File: src/uqpd_pkg.sv
// Shared types, codes and helper functions of the URL query percent decoder.
package uqpd_pkg;

    // Most results that one raw byte can produce.
    localparam int MAX_RESULTS = 4;
    localparam int SLOT_W = $clog2(MAX_RESULTS);
    localparam int COUNT_W = $clog2(MAX_RESULTS + 1);

    // Default depth of the queue between the front and the back.
    localparam int QUEUE_DEPTH_DEF = 4;

    // Result kinds.
    localparam logic [2:0] KIND_PATH     = 3'd0;
    localparam logic [2:0] KIND_KEY      = 3'd1;
    localparam logic [2:0] KIND_VALUE    = 3'd2;
    localparam logic [2:0] KIND_PATH_END = 3'd3;
    localparam logic [2:0] KIND_PAIR_END = 3'd4;

    // Character codes.
    localparam logic [7:0] CH_PERCENT = 8'h25;
    localparam logic [7:0] CH_PLUS    = 8'h2B;
    localparam logic [7:0] CH_QMARK   = 8'h3F;
    localparam logic [7:0] CH_AMP     = 8'h26;
    localparam logic [7:0] CH_EQUALS  = 8'h3D;
    localparam logic [7:0] CH_SPACE   = 8'h20;
    localparam logic [7:0] CH_ZERO    = 8'h30;
    localparam logic [7:0] CH_NINE    = 8'h39;
    localparam logic [7:0] CH_LA      = 8'h61;
    localparam logic [7:0] CH_LF      = 8'h66;
    localparam logic [7:0] CH_UA      = 8'h41;
    localparam logic [7:0] CH_UF      = 8'h46;
    localparam logic [3:0] HEX_TEN    = 4'd10;

    // Input item.
    typedef struct packed {
        logic [7:0] in_byte;
        logic       in_last;
    } in_t;

    // Result item.
    typedef struct packed {
        logic [2:0] out_kind;
        logic [7:0] out_byte;
        logic       pair_kept;
        logic       item_last;
        logic       string_done;
    } out_t;

    // One result as stored in a bundle.
    typedef struct packed {
        logic [2:0] kind;
        logic [7:0] data;
        logic       kept;
    } slot_t;

    // All results caused by one raw byte.
    typedef struct packed {
        logic                          last;
        logic [COUNT_W-1:0]            count;
        slot_t [MAX_RESULTS-1:0]       slot;
    } bundle_t;

    // True for an ASCII hex digit.
    function automatic logic hex_ok(logic [7:0] c);
        return ((c >= CH_ZERO) && (c <= CH_NINE)) ||
               ((c >= CH_LA) && (c <= CH_LF)) ||
               ((c >= CH_UA) && (c <= CH_UF));
    endfunction

    // Value of an ASCII hex digit; zero for anything else.
    function automatic logic [3:0] hex_val(logic [7:0] c);
        logic [3:0] v;
        v = 4'd0;
        if ((c >= CH_ZERO) && (c <= CH_NINE)) begin
            v = c[3:0];
        end else if ((c >= CH_LA) && (c <= CH_LF)) begin
            v = 4'(c - CH_LA) + HEX_TEN;
        end else if ((c >= CH_UA) && (c <= CH_UF)) begin
            v = 4'(c - CH_UA) + HEX_TEN;
        end
        return v;
    endfunction

    // Appends one result to a bundle; a full bundle is left as it is.
    function automatic bundle_t push_result(bundle_t b, logic [2:0] kind,
                                            logic [7:0] data, logic kept);
        bundle_t r;
        r = b;
        if (b.count < COUNT_W'(MAX_RESULTS)) begin
            r.slot[b.count[SLOT_W-1:0]] = '{kind: kind, data: data, kept: kept};
            r.count = b.count + COUNT_W'(1);
        end
        return r;
    endfunction

endpackage

File: src/uqpd_front.sv
// Front part: accepts raw bytes, runs the parse state and forms result bundles.
module uqpd_front (
    input  logic             clk,
    input  logic             rst_n,
    input  logic             cfg_we,
    input  logic             cfg_data,
    input  logic             in_valid,
    input  uqpd_pkg::in_t    in_item,
    input  logic             q_full,
    output logic             q_push,
    output uqpd_pkg::bundle_t q_bundle
);
    import uqpd_pkg::*;

    // Parse phase codes.
    localparam logic [1:0] PH_PATH  = 2'd0;
    localparam logic [1:0] PH_KEY   = 2'd1;
    localparam logic [1:0] PH_VALUE = 2'd2;

    // Escape progress codes.
    localparam logic [1:0] ESC_NONE  = 2'd0;
    localparam logic [1:0] ESC_PCT   = 2'd1;
    localparam logic [1:0] ESC_DIGIT = 2'd2;

    logic       mode_reg;
    logic [1:0] phase_reg, phase_next;
    logic [1:0] esc_reg, esc_next;
    logic [7:0] held_reg, held_next;
    logic       start_reg, start_next;
    logic       key_ne_reg, key_ne_next;
    logic       saw_eq_reg, saw_eq_next;

    logic       accept;
    logic       skip;
    logic       redo;
    logic [2:0] kind;
    logic [7:0] c;
    bundle_t    b;

    assign accept = in_valid && !q_full;
    assign c = in_item.in_byte;

    // Next state and results of one raw byte.
    always_comb
    begin
        phase_next  = phase_reg;
        esc_next    = esc_reg;
        held_next   = held_reg;
        start_next  = start_reg;
        key_ne_next = key_ne_reg;
        saw_eq_next = saw_eq_reg;
        b           = '0;
        skip        = 1'b0;
        redo        = 1'b0;

        // The mode is sampled on the first byte of each string.
        if (start_reg)
        begin
            phase_next = mode_reg ? PH_KEY : PH_PATH;
            start_next = 1'b0;
            skip = mode_reg && (c == CH_QMARK);
        end
        kind = (phase_next == PH_KEY) ? KIND_KEY : KIND_VALUE;

        if (skip)
        begin
            // A leading question mark in query mode is dropped.
        end
        else if (phase_next == PH_PATH)
        begin
            if (c == CH_QMARK)
            begin
                b = push_result(b, KIND_PATH_END, 8'd0, 1'b0);
                phase_next = PH_KEY;
            end
            else
            begin
                b = push_result(b, KIND_PATH, c, 1'b0);
            end
        end
        else if (c == CH_AMP || (c == CH_EQUALS && phase_next == PH_KEY))
        begin
            // Boundaries flush any pending escape literally.
            if (esc_next != ESC_NONE)
            begin
                b = push_result(b, kind, CH_PERCENT, 1'b0);
            end
            if (esc_next == ESC_DIGIT)
            begin
                b = push_result(b, kind, held_next, 1'b0);
            end
            esc_next = ESC_NONE;
            if (c == CH_AMP)
            begin
                b = push_result(b, KIND_PAIR_END, 8'd0, saw_eq_next & key_ne_next);
                phase_next  = PH_KEY;
                key_ne_next = 1'b0;
                saw_eq_next = 1'b0;
            end
            else
            begin
                saw_eq_next = 1'b1;
                phase_next  = PH_VALUE;
            end
        end
        else
        begin
            if (phase_next == PH_KEY)
            begin
                key_ne_next = 1'b1;
            end
            redo = 1'b1;
            // Percent escape decoding; a bad digit flushes and rehandles the byte.
            if (esc_next == ESC_PCT)
            begin
                if (hex_ok(c))
                begin
                    held_next = c;
                    esc_next  = ESC_DIGIT;
                    redo      = 1'b0;
                end
                else
                begin
                    b = push_result(b, kind, CH_PERCENT, 1'b0);
                    esc_next = ESC_NONE;
                end
            end
            else if (esc_next == ESC_DIGIT)
            begin
                if (hex_ok(c))
                begin
                    b = push_result(b, kind, {hex_val(held_next), hex_val(c)}, 1'b0);
                    esc_next  = ESC_NONE;
                    held_next = 8'd0;
                    redo      = 1'b0;
                end
                else
                begin
                    b = push_result(b, kind, CH_PERCENT, 1'b0);
                    b = push_result(b, kind, held_next, 1'b0);
                    esc_next = ESC_NONE;
                end
            end
            if (redo)
            begin
                if (c == CH_PERCENT)
                begin
                    esc_next = ESC_PCT;
                end
                else if (c == CH_PLUS)
                begin
                    b = push_result(b, kind, CH_SPACE, 1'b0);
                end
                else
                begin
                    b = push_result(b, kind, c, 1'b0);
                end
            end
        end

        // End of string: close the path or the open pair, then restart.
        if (in_item.in_last)
        begin
            kind = (phase_next == PH_KEY) ? KIND_KEY : KIND_VALUE;
            if (phase_next == PH_PATH)
            begin
                b = push_result(b, KIND_PATH_END, 8'd0, 1'b0);
            end
            else
            begin
                if (esc_next != ESC_NONE)
                begin
                    b = push_result(b, kind, CH_PERCENT, 1'b0);
                end
                if (esc_next == ESC_DIGIT)
                begin
                    b = push_result(b, kind, held_next, 1'b0);
                end
                if (key_ne_next || saw_eq_next)
                begin
                    b = push_result(b, KIND_PAIR_END, 8'd0, saw_eq_next & key_ne_next);
                end
            end
            if (b.count == '0)
            begin
                b = push_result(b, KIND_PAIR_END, 8'd0, 1'b0);
            end
            phase_next  = mode_reg ? PH_KEY : PH_PATH;
            esc_next    = ESC_NONE;
            held_next   = 8'd0;
            start_next  = 1'b1;
            key_ne_next = 1'b0;
            saw_eq_next = 1'b0;
        end
        b.last = in_item.in_last;
    end

    assign q_push   = accept && (b.count != '0);
    assign q_bundle = b;

    // Configuration register.
    always_ff @(posedge clk or negedge rst_n)
    begin
        if (!rst_n)
        begin
            mode_reg <= 1'b0;
        end
        else if (cfg_we)
        begin
            mode_reg <= cfg_data;
        end
    end

    // Parse state advances on every input transfer.
    always_ff @(posedge clk or negedge rst_n)
    begin
        if (!rst_n)
        begin
            phase_reg  <= PH_PATH;
            esc_reg    <= ESC_NONE;
            held_reg   <= 8'd0;
            start_reg  <= 1'b1;
            key_ne_reg <= 1'b0;
            saw_eq_reg <= 1'b0;
        end
        else if (accept)
        begin
            phase_reg  <= phase_next;
            esc_reg    <= esc_next;
            held_reg   <= held_next;
            start_reg  <= start_next;
            key_ne_reg <= key_ne_next;
            saw_eq_reg <= saw_eq_next;
        end
    end

endmodule

File: src/uqpd_queue.sv
// Small bundle queue that decouples the front from the back.
module uqpd_queue #(
    parameter int DEPTH = uqpd_pkg::QUEUE_DEPTH_DEF
) (
    input  logic              clk,
    input  logic              rst_n,
    input  logic              push,
    input  uqpd_pkg::bundle_t push_data,
    input  logic              pop,
    output uqpd_pkg::bundle_t head,
    output logic              full,
    output logic              empty
);
    import uqpd_pkg::*;

    localparam int PW = (DEPTH > 1) ? $clog2(DEPTH) : 1;
    localparam int CW = $clog2(DEPTH + 1);

    bundle_t        entry_reg [DEPTH];
    logic [PW-1:0]  wr_ptr_reg, wr_ptr_next;
    logic [PW-1:0]  rd_ptr_reg, rd_ptr_next;
    logic [CW-1:0]  count_reg, count_next;
    logic           do_push;
    logic           do_pop;

    assign full    = (count_reg == CW'(DEPTH));
    assign empty   = (count_reg == '0);
    assign do_push = push && !full;
    assign do_pop  = pop && !empty;
    assign head    = entry_reg[rd_ptr_reg];

    // Pointer wrap and occupancy.
    always_comb
    begin
        wr_ptr_next = wr_ptr_reg;
        rd_ptr_next = rd_ptr_reg;
        count_next  = count_reg;
        if (do_push)
        begin
            wr_ptr_next = (wr_ptr_reg == PW'(DEPTH - 1)) ? '0 : wr_ptr_reg + PW'(1);
        end
        if (do_pop)
        begin
            rd_ptr_next = (rd_ptr_reg == PW'(DEPTH - 1)) ? '0 : rd_ptr_reg + PW'(1);
        end
        if (do_push && !do_pop)
        begin
            count_next = count_reg + CW'(1);
        end
        else if (do_pop && !do_push)
        begin
            count_next = count_reg - CW'(1);
        end
    end

    always_ff @(posedge clk or negedge rst_n)
    begin
        if (!rst_n)
        begin
            wr_ptr_reg <= '0;
            rd_ptr_reg <= '0;
            count_reg  <= '0;
        end
        else
        begin
            wr_ptr_reg <= wr_ptr_next;
            rd_ptr_reg <= rd_ptr_next;
            count_reg  <= count_next;
        end
    end

    // Bundle storage.
    always_ff @(posedge clk)
    begin
        if (do_push)
        begin
            entry_reg[wr_ptr_reg] <= push_data;
        end
    end

endmodule

File: src/uqpd_back.sv
// Back part: unpacks bundles into one result transfer per cycle unless stalled.
module uqpd_back (
    input  logic              clk,
    input  logic              rst_n,
    input  uqpd_pkg::bundle_t head,
    input  logic              empty,
    output logic              pop,
    input  logic              out_stall,
    output logic              out_valid,
    output uqpd_pkg::out_t    out_item
);
    import uqpd_pkg::*;

    logic [SLOT_W-1:0] idx_reg, idx_next;
    logic              valid_reg, valid_next;
    out_t              item_reg, item_next;
    logic              load;
    logic              last_slot;
    slot_t             cur;

    assign load      = !empty && (!valid_reg || !out_stall);
    assign cur       = head.slot[idx_reg];
    assign last_slot = ({1'b0, idx_reg} + COUNT_W'(1)) == head.count;
    assign pop       = load && last_slot;

    // Select the next result and step through the bundle.
    always_comb
    begin
        idx_next   = idx_reg;
        valid_next = valid_reg;
        item_next  = item_reg;
        if (load)
        begin
            valid_next            = 1'b1;
            item_next.out_kind    = cur.kind;
            item_next.out_byte    = cur.data;
            item_next.pair_kept   = cur.kept;
            item_next.item_last   = last_slot;
            item_next.string_done = last_slot && head.last;
            idx_next = last_slot ? '0 : idx_reg + SLOT_W'(1);
        end
        else if (!out_stall)
        begin
            valid_next = 1'b0;
        end
    end

    always_ff @(posedge clk or negedge rst_n)
    begin
        if (!rst_n)
        begin
            idx_reg   <= '0;
            valid_reg <= 1'b0;
        end
        else
        begin
            idx_reg   <= idx_next;
            valid_reg <= valid_next;
        end
    end

    // Output payload register.
    always_ff @(posedge clk)
    begin
        item_reg <= item_next;
    end

    assign out_valid = valid_reg;
    assign out_item  = item_reg;

endmodule

File: src/url_query_percent_decoder_top.sv
// Top level of the URL query percent decoder.
// The first result of a byte is written into the bundle queue and then into the output
// register of the back part, from which it is offered.
// One input byte per cycle while the queue is not full; a byte that yields several results
// holds the output until all are sent; the queue absorbs such bursts until it fills.
// Reset clears the parse state, the queue and the output, and sets the query mode to 0.
module url_query_percent_decoder_top #(
    parameter int QUEUE_DEPTH = uqpd_pkg::QUEUE_DEPTH_DEF
) (
    input  logic           clk,
    input  logic           rst_n,
    input  logic           cfg_we,
    input  logic           cfg_data,
    input  logic           in_valid,
    output logic           in_stall,
    input  uqpd_pkg::in_t  in_item,
    output logic           out_valid,
    input  logic           out_stall,
    output uqpd_pkg::out_t out_item
);
    import uqpd_pkg::*;

    logic    q_push;
    logic    q_pop;
    logic    q_full;
    logic    q_empty;
    bundle_t q_bundle;
    bundle_t q_head;

    assign in_stall = q_full;

    // Parse and classify.
    uqpd_front u_front (
        .clk      (clk),
        .rst_n    (rst_n),
        .cfg_we   (cfg_we),
        .cfg_data (cfg_data),
        .in_valid (in_valid),
        .in_item  (in_item),
        .q_full   (q_full),
        .q_push   (q_push),
        .q_bundle (q_bundle)
    );

    // Decoupling queue.
    uqpd_queue #(
        .DEPTH (QUEUE_DEPTH)
    ) u_queue (
        .clk       (clk),
        .rst_n     (rst_n),
        .push      (q_push),
        .push_data (q_bundle),
        .pop       (q_pop),
        .head      (q_head),
        .full      (q_full),
        .empty     (q_empty)
    );

    // Serialize results.
    uqpd_back u_back (
        .clk       (clk),
        .rst_n     (rst_n),
        .head      (q_head),
        .empty     (q_empty),
        .pop       (q_pop),
        .out_stall (out_stall),
        .out_valid (out_valid),
        .out_item  (out_item)
    );

endmodule

File: config.mk
export PLATFORM = sky130hd
export DESIGN_NAME = url_query_percent_decoder_top
export DESIGN_NICKNAME = d
export VERILOG_FILES = /design/src/uqpd_pkg.sv /design/src/uqpd_front.sv /design/src/uqpd_queue.sv /design/src/uqpd_back.sv /design/src/url_query_percent_decoder_top.sv
export SDC_FILE = /design/constraint.sdc
export NUM_CORES = 1
export LEC_CHECK = 0
export ABC_AREA = 1
export ABC_CLOCK_PERIOD_IN_PS = 7390
export BUFFER_PORTS_ARGS = -buffer_cell sky130_fd_sc_hd__buf_4
export CORE_UTILIZATION = 59
export CTS_BUF_LIST = sky130_fd_sc_hd__clkbuf_8 sky130_fd_sc_hd__clkbuf_16
export CTS_CLUSTER_DIAMETER = 120
export CTS_CLUSTER_SIZE = 40
export DETAILED_ROUTE_END_ITERATION = 6
export PLACE_DENSITY_LB_ADDON = 0.08
export SYNTH_ARGS = -nofsm -noshare
export SYNTH_HDL_FRONTEND = slang
export SYNTH_SLANG_ARGS = --single-unit
File: constraint.sdc
create_clock -name clk -period 7.39 [get_ports clk]
set_clock_uncertainty 0.1 [all_clocks]
set_input_delay 1.478 -clock clk [delete_from_list [all_inputs] [get_ports clk]]
set_output_delay 1.478 -clock clk [all_outputs]
set_load 0.005 [all_outputs]
# == After elaboration in Yosys (flattened, before gate mapping) ==
# Memory sizes are Yosys's and may differ from the RTL's.
# Index checks and enable logic that the tools add are counted.
# word_totals
regBits,40
latchBits,0
ram_bits,208
romBits,0
input_bits,15
out_inout_bits,16
elab_cells,287
n_memories,1
# op_classes
add_sub_neg,22
mul,0
div_mod_pow,0
n_lt_le_gt_ge,37
eq_ne,15
shift,0
mux,143
n_bitwise,8
reduce_logical,44
# memory_table
memory,words,word_bits,rd,rd_ports_with_merged_regs,write_ports,line_no,source
u_queue.entry_reg,4,52,1,0,1,uqpd_queue.sv:19,bundle_t entry_reg [DEPTH];
# ops
operator,n
$mux W51,41
$bwmux W48,8
$demux W12 S2,8
$mux W12,15
$mux W49,2
$mux W8,8
$and A44 B44 Y44,1
$not A44 Y44,1
$mux W2,21
$and A40 B40 Y40,1
$eq A8 B6 Y1 const B,5
$not A40 Y40,1
$ge A8 B7 Y1 const B,4
$le A8 B7 Y1 const B,4
$add A3 B1 Y3 const B,9
$lt A2 B3 Y1 const B,9
$logic_and A1 B1 Y1,25
$bmux W12 S2,1
$lt A3 B3 Y1 const B,8
$mux W1,24
$mux W3,8
$mux W4,6
$add A4 B4 Y4 const B,4
$ge A2 B1 Y1 const B,8
other kinds (21),47

# == Logic depth before layout (Yosys ltp) ==
# Gate-level depths: netlist of the first run.
# logic_depth
ltp_word,77
mapped_depth,36
ltp_nobuf,36

# == By module ==
# A second synthesis of the first run with hierarchy kept.
# unflattened
cells_unflattened,1430
hier_area_um2,13402.9
# by_module_without_submodules
module,n_inst,cells_per_inst,area_each_um2,seq_area_each_um2
uqpd_queue,1,667,8642.0,6421.2
uqpd_front,1,647,3752.3,401.6
uqpd_back,1,116,1008.5,495.5

# == Worst setup path before layout of the first run ==
# OpenSTA, ideal clock, no wires.
# synth_timing
path_type,input to register
startpoint,input port in_item[1] (netlist name)
endpoint,memory u_queue.entry_reg[0][0] (netlist name) (enable)
setup_ns,0.462
arrival_time_ns,6.701
required_time_ns,6.828
setup_slack_ns,0.127
stages,29
path_buffers,0
cell_sequence,inv_1 ha_1 inv_1 nor2_1 nand3_1 nand3_1 nand2_1 inv_2 nand2_2 nor2_2 inv_2 nand3_1 nand2_2 inv_1 ha_1 nand2_1 nand2_1 ha_1 or2_1 nand2_1 ha_1 a21oi_1 nand2_1 nand2_1 nor2_1 a21oi_2 nand2_2 nand2_4 nor2_1
# synth_rtl
item,line_no,source
start: declaration,url_query_percent_decoder_top.sv:16,"input uqpd_pkg::in_t in_item,"
end: declaration,uqpd_queue.sv:19,

==> flow_summary_export.csv, run 1 <==
group,metric,value,unit
critical_path,start_kind,"input pin",
clocking,number_of_setup_buffers_added_after_cts,0,
global_routing,grt_max_degree,100,
floorplanning,fp.coreArea,0.0210,sq mm
place,gp_congestion,1.04,
floorplanning,die_w,148,um
critical_path,critical_path.slowest_cell,"sky130_fd_sc_hd__fa_1",
finish,finalNonFillerCells,1544,
hold_path,min_from,"u_back.out_valid",
timing,grt_setup_unrepaired,"no",
clocking,clk_transition_reported_paths,0.12,ns
power,power-per-cell-area,381,mW/mm^2
place,placed_cell_count,1527,
global_routing,grt_first_pass_wirelength,52.5,mm
synthesis,post_synth_inst_count,1264,
place,dpl.hpwl,23.3,mm
synthesis,syn_area,0.0126,sq mm
floorplanning,top_level_ports,31,
critical_path,worst-endpoint-arrival,6.37,ns
synthesis,ys_seq_elements,248,
place,i_o_buffers,30,
finish,area_growth,6.93,%
clocking,clock_sinks,248,
timing,timing.final.max_slew_violations,0,
timing,min_period,6.11,ns
clocking,clk_root_buffer_cell,"sky130_fd_sc_hd__clkbuf_16",
timing,layout_setup_ws,1.28,ns
finish,drive_above_1_share,11.7,%
synthesis,syn_avg_cell_area,9.97,sq um
critical_path,cp_data_required_time,7.66,ns
clocking,insertion_delay,0.49,ns
clocking,cts_resized,0,
route,wirelength,34.4,mm
route,drtAntennaViolNets,0,
clocking,cts_htree_levels,1,
critical_path,crit_fanout,7,
synthesis,syn-num-nets,1305,
finish,final_area,0.0135,sq mm
timing,slew_headroom,28.4,%
synthesis,flip_flop_cell_with_the_highest_count_after_synthesis,"sky130_fd_sc_hd__edfxtp_1",
global_routing,grt_pass1_vias,8994,
power,p_leak,5.06,nW
place,pre_cts_slack,0.850,ns
route,detailedRoute.firstIterationViolations,927,
clocking,cts_made_buffers,11,
status,outcome,"completed",
floorplanning,die-area,0.0219,sq mm
synthesis,number_of_distinct_library_cell_variants_in_the_gate_level_netlist_after_synthesis,52,
flow_run,max_cap_violations,0,
floorplanning,floorplan.initialDensity,60.1,%
route,avgViaCountPerCell,6.27,
critical_path,max_stage_delay,0.38,ns
critical_path,worstSetupPathType,"input pin to flip-flop",
power,fin_total_pwr,5.13,mW
timing,setup-violations-final,0,
route,drt_pass1_iterations,5,
timing,post-route-period-util,82.6,%
critical_path,setup.worst_path.start,"in_item[1]",
clocking,cts_max_path_buffers,3,
global_routing,grt_overflow,0,
hold_path,min-delay-path-class,"flip-flop to flip-flop",
route,drcViolationCount,0,
timing,worst_pin_slew,1.06,ns
floorplanning,num_rows,53,
synthesis,ys_warn_count,0,
synthesis,portion_of_the_post_synthesis_area_used_by_sequential_elements,58.1,%
timing,clock.fmax,0.164,GHz
finish,max_ffs_per_register,208,
timing,setup_tns,0,ns
synthesis,synth_async_sr_flop_share,10.5,%
route,via_count,9678,
critical_path,startpoint_of_the_worst_register_to_register_path,"u_front.start_reg",
floorplanning,die_height,148,um
synthesis,synth_enable_flop_cells,222,
global_routing,initial_antenna_violation_count,0,
finish,antenna_cells,0,
power,vdd_drop_max,0.000194,V
place,dpl_cell_area,0.0131,sq mm
timing,final_hold_viol_count,0,
critical_path,crit_path_end_kind,"flip-flop",
clocking,tritoncts_clock_tree,"done",
critical_path,cpMostUsedCell,"sky130_fd_sc_hd__nand2_1",
finish,nNetsFinal,1306,
route,wl_per_cell,22.3,um
clocking,holdBufCountCts,0,
global_routing,grt.total_usage,31.9,%
cell usage in the layout (no fill, tap or decap), drive strengths merged, types with 14 or more instances in the layout:
| cell type | synthesis | final |
|---|---|---|
| o21ai | 171 | 171 |
| inv | 127 | 131 |
| ha | 25 | 25 |
| o211ai | 14 | 14 |
| o221ai | 42 | 42 |
| buf | 12 | 46 |
| nand2 | 163 | 163 |
| nor3 | 20 | 20 |
| nor2 | 199 | 199 |
| o22ai | 41 | 41 |
| edfxtp | 222 | 222 |
| dfrtp | 25 | 25 |
| nand3 | 71 | 71 |
| a21oi | 28 | 28 |
layout make-up:
type | count | area [sq um]
Fill cell | 1753 | 7480
Clock inverter | 6 | 87.6
Tap cell | 275 | 344
Timing Repair Buffer | 46 | 383
Sequential cell | 248 | 7320
Multi-Input combinational cell | 831 | 4580
Inverter | 127 | 484
Clock buffer | 11 | 275
cell usage after synthesis, types with 3 or more instances:
cell type / count / area share (%)
sky130_fd_sc_hd__a211oi_1: 5 / 0.30
sky130_fd_sc_hd__a21oi_1: 25 / 0.99
sky130_fd_sc_hd__a21oi_2: 3 / 0.21
sky130_fd_sc_hd__a22oi_1: 4 / 0.24
sky130_fd_sc_hd__a31oi_1: 11 / 0.55
sky130_fd_sc_hd__a32oi_1: 3 / 0.21
sky130_fd_sc_hd__buf_2: 6 / 0.24
sky130_fd_sc_hd__clkbuf_1: 46 / 1.4
sky130_fd_sc_hd__dfrtp_1: 25 / 5.0
sky130_fd_sc_hd__edfxtp_1: 222 / 53
sky130_fd_sc_hd__ha_1: 25 / 2.5
sky130_fd_sc_hd__inv_1: 105 / 3.1
sky130_fd_sc_hd__inv_2: 20 / 0.60
sky130_fd_sc_hd__nand2_1: 138 / 4.1
sky130_fd_sc_hd__nand2_2: 16 / 0.79
sky130_fd_sc_hd__nand2_4: 7 / 0.63
sky130_fd_sc_hd__nand3_1: 61 / 2.4
sky130_fd_sc_hd__nand3_2: 10 / 0.79
sky130_fd_sc_hd__nand4_1: 5 / 0.25
sky130_fd_sc_hd__nor2_1: 184 / 5.5
sky130_fd_sc_hd__nor2_2: 11 / 0.55
sky130_fd_sc_hd__nor2_4: 4 / 0.36
sky130_fd_sc_hd__nor3_1: 18 / 0.71
sky130_fd_sc_hd__nor4_1: 5 / 0.25
sky130_fd_sc_hd__o211ai_1: 14 / 0.83
sky130_fd_sc_hd__o21ai_0: 160 / 6.4
sky130_fd_sc_hd__o21ai_1: 10 / 0.40
sky130_fd_sc_hd__o221ai_1: 42 / 2.9
sky130_fd_sc_hd__o22ai_1: 41 / 2.0
sky130_fd_sc_hd__xor2_1: 5 / 0.35
through the flow:
step	hold WS, ns	utilization, %
after detailed placement	0.383	62.6
after global placement	0.377	62.6
after floorplan	0.366	-
after global routing	0.442	64.3
after CTS	0.409	64.3
final	0.408	64.3
cells by family (layout without fill, tap and decap cells):
logic type,Yosys count,count (layout),synth area share [%]
adder cells (fa/ha/maj),26,26,2.64
buffers and inverters,185,190,5.81
AND/OR/NAND/NOR,466,466,17.0
flip-flops,248,248,58.1
AO/OA/AOI/OAI,331,331,15.9
XOR/XNOR,7,7,0.487
multiplexers,1,1,0.0894
layer usage:
| metal | share of wire (%) | global-route usage, % | up-vias |
|---|---|---|---|
| li1 | - | - | 4501 |
| met1 | 42 | 43.3 | 4689 |
| met2 | 48 | 53.6 | 421 |
| met5 | 0 | 0 | - |
| met4 | 3.3 | 10.9 | 0 |
| met3 | 7.0 | 3.47 | 67 |
path summary, 6_finish.rpt:
check,slack [ns],depth (start not counted),end
max,1.28,36,u_queue.count_reg[2]
max reg2reg,1.84,28,u_queue.count_reg[2]
min in group asynchronous,0.80,1,u_queue.rd_ptr_reg[1]
max in group asynchronous,6.04,1,u_front.start_reg
min reg2reg,0.41,2,u_back.out_valid
min,0.41,2,u_back.out_valid
power by group:
| part | switching [mW] | internal [mW] |
|---|---|---|
| combinational | 1.61 | 0.680 |
| sequential | 0.125 | 1.98 |
| clock | 0.443 | 0.297 |
| total | 2.18 | 2.96 |
critical path, delay by kind of cell:
kind / cells / cell delay, ns
and+or+nand+nor: 17 / 2.12
AOI/OAI and AO/OA: 4 / 0.40
adders and majority gates: 6 / 1.44
xor gates and xnor gates: 1 / 0.15
buffers and inverters: 8 / 0.81
Note: power is estimated with default switching activity, not from simulation.
==> run 2: changes to the inputs <==
--- a/config.mk
+++ b/config.mk
@@ -6,7 +6,7 @@
 export NUM_CORES = 1
 export LEC_CHECK = 0
 export ABC_AREA = 1
-export ABC_CLOCK_PERIOD_IN_PS = 7390
+export ABC_CLOCK_PERIOD_IN_PS = 5850
 export BUFFER_PORTS_ARGS = -buffer_cell sky130_fd_sc_hd__buf_4
 export CORE_UTILIZATION = 59
 export CTS_BUF_LIST = sky130_fd_sc_hd__clkbuf_8 sky130_fd_sc_hd__clkbuf_16
==> constraint.sdc (replaced) <==
create_clock -name clk -period 5.85 [get_ports clk]
set_clock_uncertainty 0.1 [all_clocks]
set_input_delay 1.17 -clock clk [delete_from_list [all_inputs] [get_ports clk]]
set_output_delay 1.17 -clock clk [all_outputs]
set_load 0.005 [all_outputs]
==> run 2 against run 1 <==
Effect of this change:
- die area stayed put
- sequential power is 27% higher
- setup slack worse by 0.71 ns
- highest routed layer unchanged
- critical path type unchanged
- wire length is 0.63% lower
- non-clock buffer count is 27 higher
==> flow_summary_export.csv, run 2 (synthesis results as in run 1) <==
group,metric,value,unit
timing,final_hold_viol_count,0,
finish,nNetsFinal,1333,
route,wirelength,34.2,mm
power,power.sequential.fraction,40.5,%
route,drcViolationCount,0,
place,i_o_buffers,30,
route,met3WireLength,2.31,mm
finish,layout.cells.most_common,"sky130_fd_sc_hd__edfxtp_1",
timing,post-route-period-util,90.2,%
timing,worst_pin_slew,0.926,ns
timing,clock.fmax,0.189,GHz
critical_path,start_kind,"input pin",
hold_path,worstHoldPathCells,2,
clocking,clk_transition_reported_paths,0.12,ns
clocking,holdBufCountCts,0,
global_routing,grt.total_usage,31.5,%
critical_path,startpoint_of_the_worst_register_to_register_path,"u_front.esc_reg[0]",
hold_path,min_from,"u_front.start_reg",
global_routing,grt_overflow,0,
floorplanning,die-area,0.0219,sq mm
clocking,insertion_delay,0.48,ns
place,gp_congestion,1.01,
floorplanning,num_rows,53,
power,internal_power,3.81,mW
global_routing,grt_first_pass_wirelength,52.0,mm
clocking,cts_htree_levels,1,
critical_path,regToRegEndpoint,"u_queue.count_reg[1]",
floorplanning,die_w,148,um
power,p_leak,5.19,nW
clocking,cts_max_path_buffers,3,
clocking,clock_sinks,248,
finish,max_ffs_per_register,208,
critical_path,crit_fanout,7,
global_routing,grt_pass1_vias,9123,
power,power-per-cell-area,479,mW/mm^2
route,avgViaCountPerCell,6.20,
power,p_switching,2.75,mW
global_routing,initial_antenna_violation_count,0,
critical_path,crit_path_end_kind,"flip-flop",
critical_path,cp_data_required_time,6.14,ns
timing,slew_headroom,38.2,%
critical_path,critical_path.slowest_cell,"sky130_fd_sc_hd__fa_1",
critical_path,cpMostUsedCell,"sky130_fd_sc_hd__inv_1",
timing,min_period,5.28,ns
finish,final_area,0.0137,sq mm
finish,num-fill-cells,1706,
critical_path,worst-endpoint-arrival,5.56,ns
clocking,cts_made_buffers,11,
route,met2_wire_length,16.4,mm
status,outcome,"completed",
floorplanning,top_level_ports,31,
route,detail_route.wirelength.met1,14.2,mm
timing,worst_hold_slack,0.424,ns
critical_path,worst_r2r_path_depth,26,
timing,setup-violations-final,0,
finish,finalNonFillerCells,1570,
place,pre_cts_slack,0.128,ns
power,p_comb_share,45.5,%
clocking,cts_resized,0,
finish,drive_above_1_share,13.6,%
route,wl_per_cell,21.8,um
flow_run,max_cap_violations,0,
clocking,number_of_setup_buffers_added_after_cts,0,
finish,most-common-layout-cells,"sky130_fd_sc_hd__edfxtp_1 (222), sky130_fd_sc_hd__nor2_1 (180), sky130_fd_sc_hd__o21ai_0 (160), sky130_fd_sc_hd__nand2_1 (138), sky130_fd_sc_hd__inv_1 (106)",
floorplanning,fp.coreArea,0.0210,sq mm
floorplanning,floorplan.initialDensity,60.1,%
hold_path,min-delay-path-class,"flip-flop to flip-flop",
route,via_count,9727,
timing,grt_setup_unrepaired,"no",
timing,layout_setup_ws,0.571,ns
finish,area_growth,8.77,%
place,placed_cell_count,1554,
route,drtAntennaViolNets,0,
floorplanning,die_height,148,um
clocking,tritoncts_clock_tree,"done",
critical_path,worstSetupPathType,"input pin to flip-flop",
timing,timing.final.max_slew_violations,0,
place,dpl_cell_area,0.0134,sq mm
power,netSwitchingFraction,41.9,%
clocking,clk_root_buffer_cell,"sky130_fd_sc_hd__clkbuf_16",
place,dpl.hpwl,23.5,mm
finish,antenna_cells,0,
power,vdd_drop_max,0.000283,V
critical_path,max_stage_delay,0.42,ns
global_routing,grt_max_degree,88,
route,drt_pass1_iterations,5,
route,detailedRoute.firstIterationViolations,921,
hold_path,hold_path_end,"u_front.start_reg",
power,clock_power_share,14.0,%
critical_path,reg2reg_setup_slack,0.85,ns
route,top_signal_layer_used,"met4",
run 2: layout make-up:
cell class | instances | area (sq um) | area share [%]
clock buffer | 11 | 275 | 2.01
multi-input combinational | 831 | 4580 | 33.4
tap | 275 | 344 | 2.51
sequential | 248 | 7320 | 53.4
clock inverter | 5 | 78.8 | 0.575
inverter | 127 | 484 | 3.53
timing repair buffer | 73 | 623 | 4.55
run 2: critical path: cells and delay by family:
kind            cells  cell delay (ns)
mux                 1             0.27
simple gates       15             1.68
compound gates      2             0.23
buf+inv             7             0.64
fa+ha+maj           6             1.59
run 2: power by group through the flow:
stage	combinational, mW	clock (mW)	sequential, mW
floorplan	1.97	0	2.65
global placement	2.92	0	2.69
detailed placement	2.96	0	2.70
CTS	2.97	0.935	2.66
global route	3.27	0.988	2.69
finish	2.99	0.920	2.66
run 2: stage by stage:
step / TNS (ns) / utilization, % / total power [mW]
after CTS: 0 / 65.4 / 6.56
after floorplan: -50.14 / - / 4.62
after detailed placement: 0 / 63.7 / 5.66
after global placement: 0 / 63.7 / 5.61
final: 0 / 65.4 / 6.57
after global routing: 0 / 65.4 / 6.95
run 2: worst max path at each step:
stage	start	endpoint	slack (ns)	depth (start not counted)
after floorplan	in_item[1]	u_queue.entry_reg[0][0]	-0.24	29
after CTS	in_item[2]	u_queue.count_reg[1]	0.60	33
final	in_item[2]	u_queue.count_reg[1]	0.57	31
after detailed placement	in_item[2]	u_queue.count_reg[1]	0.13	33
after global placement	in_item[2]	u_queue.count_reg[1]	0.22	33
after global routing	in_item[2]	u_queue.count_reg[2]	0.20	34
run 2: metal layers:
layer	up-vias	global-route usage (%)
li1	4557	-
met1	4698	42.1
met3	71	3.53
met4	0	13.2
met5	-	0
met2	401	52.5
==> run 3: changes to the inputs <==
--- a/config.mk
+++ b/config.mk
@@ -6,14 +6,15 @@
 export NUM_CORES = 1
 export LEC_CHECK = 0
 export ABC_AREA = 1
-export ABC_CLOCK_PERIOD_IN_PS = 5850
+export ABC_CLOCK_PERIOD_IN_PS = 6500
 export BUFFER_PORTS_ARGS = -buffer_cell sky130_fd_sc_hd__buf_4
 export CORE_UTILIZATION = 59
 export CTS_BUF_LIST = sky130_fd_sc_hd__clkbuf_8 sky130_fd_sc_hd__clkbuf_16
 export CTS_CLUSTER_DIAMETER = 120
 export CTS_CLUSTER_SIZE = 40
 export DETAILED_ROUTE_END_ITERATION = 6
-export PLACE_DENSITY_LB_ADDON = 0.08
+export HOLD_SLACK_MARGIN = 0.05
+export PLACE_DENSITY = 0.8
 export SYNTH_ARGS = -nofsm -noshare
 export SYNTH_HDL_FRONTEND = slang
 export SYNTH_SLANG_ARGS = --single-unit
==> constraint.sdc (replaced) <==
create_clock -name clk -period 6.5 [get_ports clk]
set_clock_uncertainty 0.1 [all_clocks]
set_input_delay 1.3 -clock clk [delete_from_list [all_inputs] [get_ports clk]]
set_output_delay 1.3 -clock clk [all_outputs]
set_load 0.005 [all_outputs]
==> run 3 against run 2 <==
Effect of this change:
- wire length decreased by 0.75%
- utilization decreased by 1.2 points
- non-clock buffer count decreased by 27
- die area unchanged
- setup slack improved by 0.064 ns
- first-iteration DRC count increased by 23%
- sequential power decreased by 8.3%
- critical path depth increased by 5
- combinational power decreased by 13%
- critical endpoint is now u_queue.count_reg[2]
- largest power group unchanged
- highest routed layer unchanged
==> flow_summary_export.csv, run 3 (synthesis results as in run 1) <==
group,metric,value,unit
status,outcome,"completed",
clocking,clock_sinks,248,
timing,min_period,5.87,ns
route,wl_per_cell,22.0,um
route,drtAntennaViolNets,0,
place,pre_cts_slack,0.152,ns
finish,final-seq-area,0.00732,sq mm
timing,clock.fmax,0.170,GHz
clocking,cts_resized,0,
global_routing,grt_overflow,0,
critical_path,crit_fanout,7,
floorplanning,fp.coreArea,0.0210,sq mm
finish,multi_input_area,0.00458,sq mm
route,drt_pass1_iterations,7,
power,p_leak,5.04,nW
finish,antenna_cells,0,
power,vdd_drop_max,0.000219,V
timing,layout_setup_ws,0.635,ns
clocking,holdBufCountCts,0,
clocking,tritoncts_clock_tree,"done",
clocking,cts_made_buffers,10,
finish,finalNonFillerCells,1543,
global_routing,grt_pass1_vias,9260,
critical_path,start_kind,"input pin",
timing,slew_headroom,35.8,%
timing,final_hold_viol_count,0,
floorplanning,die-area,0.0219,sq mm
route,via_count,9829,
flow_run,max_cap_violations,0,
clocking,insertion_delay,0.48,ns
floorplanning,top_level_ports,31,
finish,num-fill-cells,1660,
critical_path,cp_data_required_time,6.77,ns
route,detailedRoute.firstIterationViolations,1136,
critical_path,cpMostUsedCell,"sky130_fd_sc_hd__nand2_1",
route,drcViolationCount,0,
clocking,clk_transition_reported_paths,0.13,ns
timing,grt_setup_unrepaired,"no",
global_routing,initial_antenna_violation_count,0,
timing,timing.final.max_slew_violations,0,
floorplanning,die_w,148,um
route,avgViaCountPerCell,6.37,
place,gp_congestion,1.00,
finish,max_ffs_per_register,208,
timing,post-route-period-util,90.2,%
timing,worst_pin_slew,0.963,ns
power,power-per-cell-area,434,mW/mm^2
finish,drive_above_1_share,11.7,%
place,i_o_buffers,30,
finish,most-common-layout-cells,"sky130_fd_sc_hd__edfxtp_1 (222), sky130_fd_sc_hd__nor2_1 (180), sky130_fd_sc_hd__o21ai_0 (160), sky130_fd_sc_hd__nand2_1 (138), sky130_fd_sc_hd__inv_1 (107)",
global_routing,grt_first_pass_wirelength,51.9,mm
place,placed_cell_count,1527,
route,wirelength,33.9,mm
critical_path,worst-endpoint-arrival,6.14,ns
clocking,cts_htree_levels,1,
clocking,clk_root_buffer_cell,"sky130_fd_sc_hd__clkbuf_16",
floorplanning,floorplan.initialDensity,60.1,%
floorplanning,die_height,148,um
critical_path,critical_path.slowest_cell,"sky130_fd_sc_hd__fa_1",
global_routing,grt.total_usage,31.3,%
floorplanning,num_rows,53,
place,dpl.hpwl,23.2,mm
critical_path,max_stage_delay,0.38,ns
timing,setup-violations-final,0,
critical_path,crit_path_end_kind,"flip-flop",
clocking,number_of_setup_buffers_added_after_cts,0,
finish,nNetsFinal,1305,
clocking,cts_max_path_buffers,3,
finish,area_growth,6.73,%
critical_path,worstSetupPathType,"input pin to flip-flop",
global_routing,grt_max_degree,84,
hold_path,min-delay-path-class,"flip-flop to flip-flop",
finish,layout.cells.most_common,"sky130_fd_sc_hd__edfxtp_1",
[run 3: path summary, 6_finish.rpt]
path | slack [ns] | depth (start not counted) | start | endpoint
setup / recovery | 0.63 | 36 | in_item[1] | u_queue.count_reg[2]
max in group asynchronous | 5.31 | 1 | rst_n | u_front.start_reg
hold / removal | 0.41 | 2 | u_back.out_valid | u_back.out_valid
setup reg to reg | 1.24 | 28 | u_front.esc_reg[0] | u_queue.count_reg[2]
min in group asynchronous | 0.62 | 1 | rst_n | u_queue.rd_ptr_reg[1]
hold reg to reg | 0.41 | 2 | u_back.out_valid | u_back.out_valid
[run 3: metal layers]
metal,global-route usage (%),wire [um],vias to the layer above
met5,0,0,-
met4,12.1,1300,0
met3,3.96,2960,84
met2,51.2,16300,490
met1,43.1,13400,4753
li1,-,-,4502
[run 3: critical path: cells and delay by family]
kind | cells | cell delay (ns)
adder cells (fa/ha/maj) | 6 | 1.45
XOR/XNOR | 1 | 0.16
AND/OR/NAND/NOR | 17 | 2.00
buffers and inverters | 8 | 0.82
AO/OA/AOI/OAI | 4 | 0.40
[run 3: metrics by stage]
stage / util, % / power [mW] / cell area [sq um] / hold slack [ns] / TNS, ns
2_1_floorplan: - / 4.16 / 12600 / 0.366 / -121.61
3_3_place_gp: 62.6 / 4.94 / 13100 / 0.376 / 0
3_5_place_dp: 62.6 / 5.03 / 13100 / 0.388 / 0
4_1_cts: 64.2 / 5.80 / 13400 / 0.416 / 0
5_1_grt: 64.2 / 6.16 / 13400 / 0.442 / 0
6_report: 64.2 / 5.83 / 13400 / 0.409 / 0
[run 3: report_power, final]
group	switching, mW	internal [mW]	leakage, nW
registers	0.193	2.25	2.44
clock network	0.463	0.322	0.167
logic	1.82	0.785	2.44
total	2.48	3.35	5.04
[run 3: layout make-up]
type / count / share of cell area [%]
inverters: 127 / 3.60
repair buffers: 46 / 2.94
clock inverters: 5 / 0.372
well taps: 275 / 2.56
flip-flops and latches: 248 / 54.4
multi-input cells: 831 / 34.1
clock buffers: 11 / 2.05
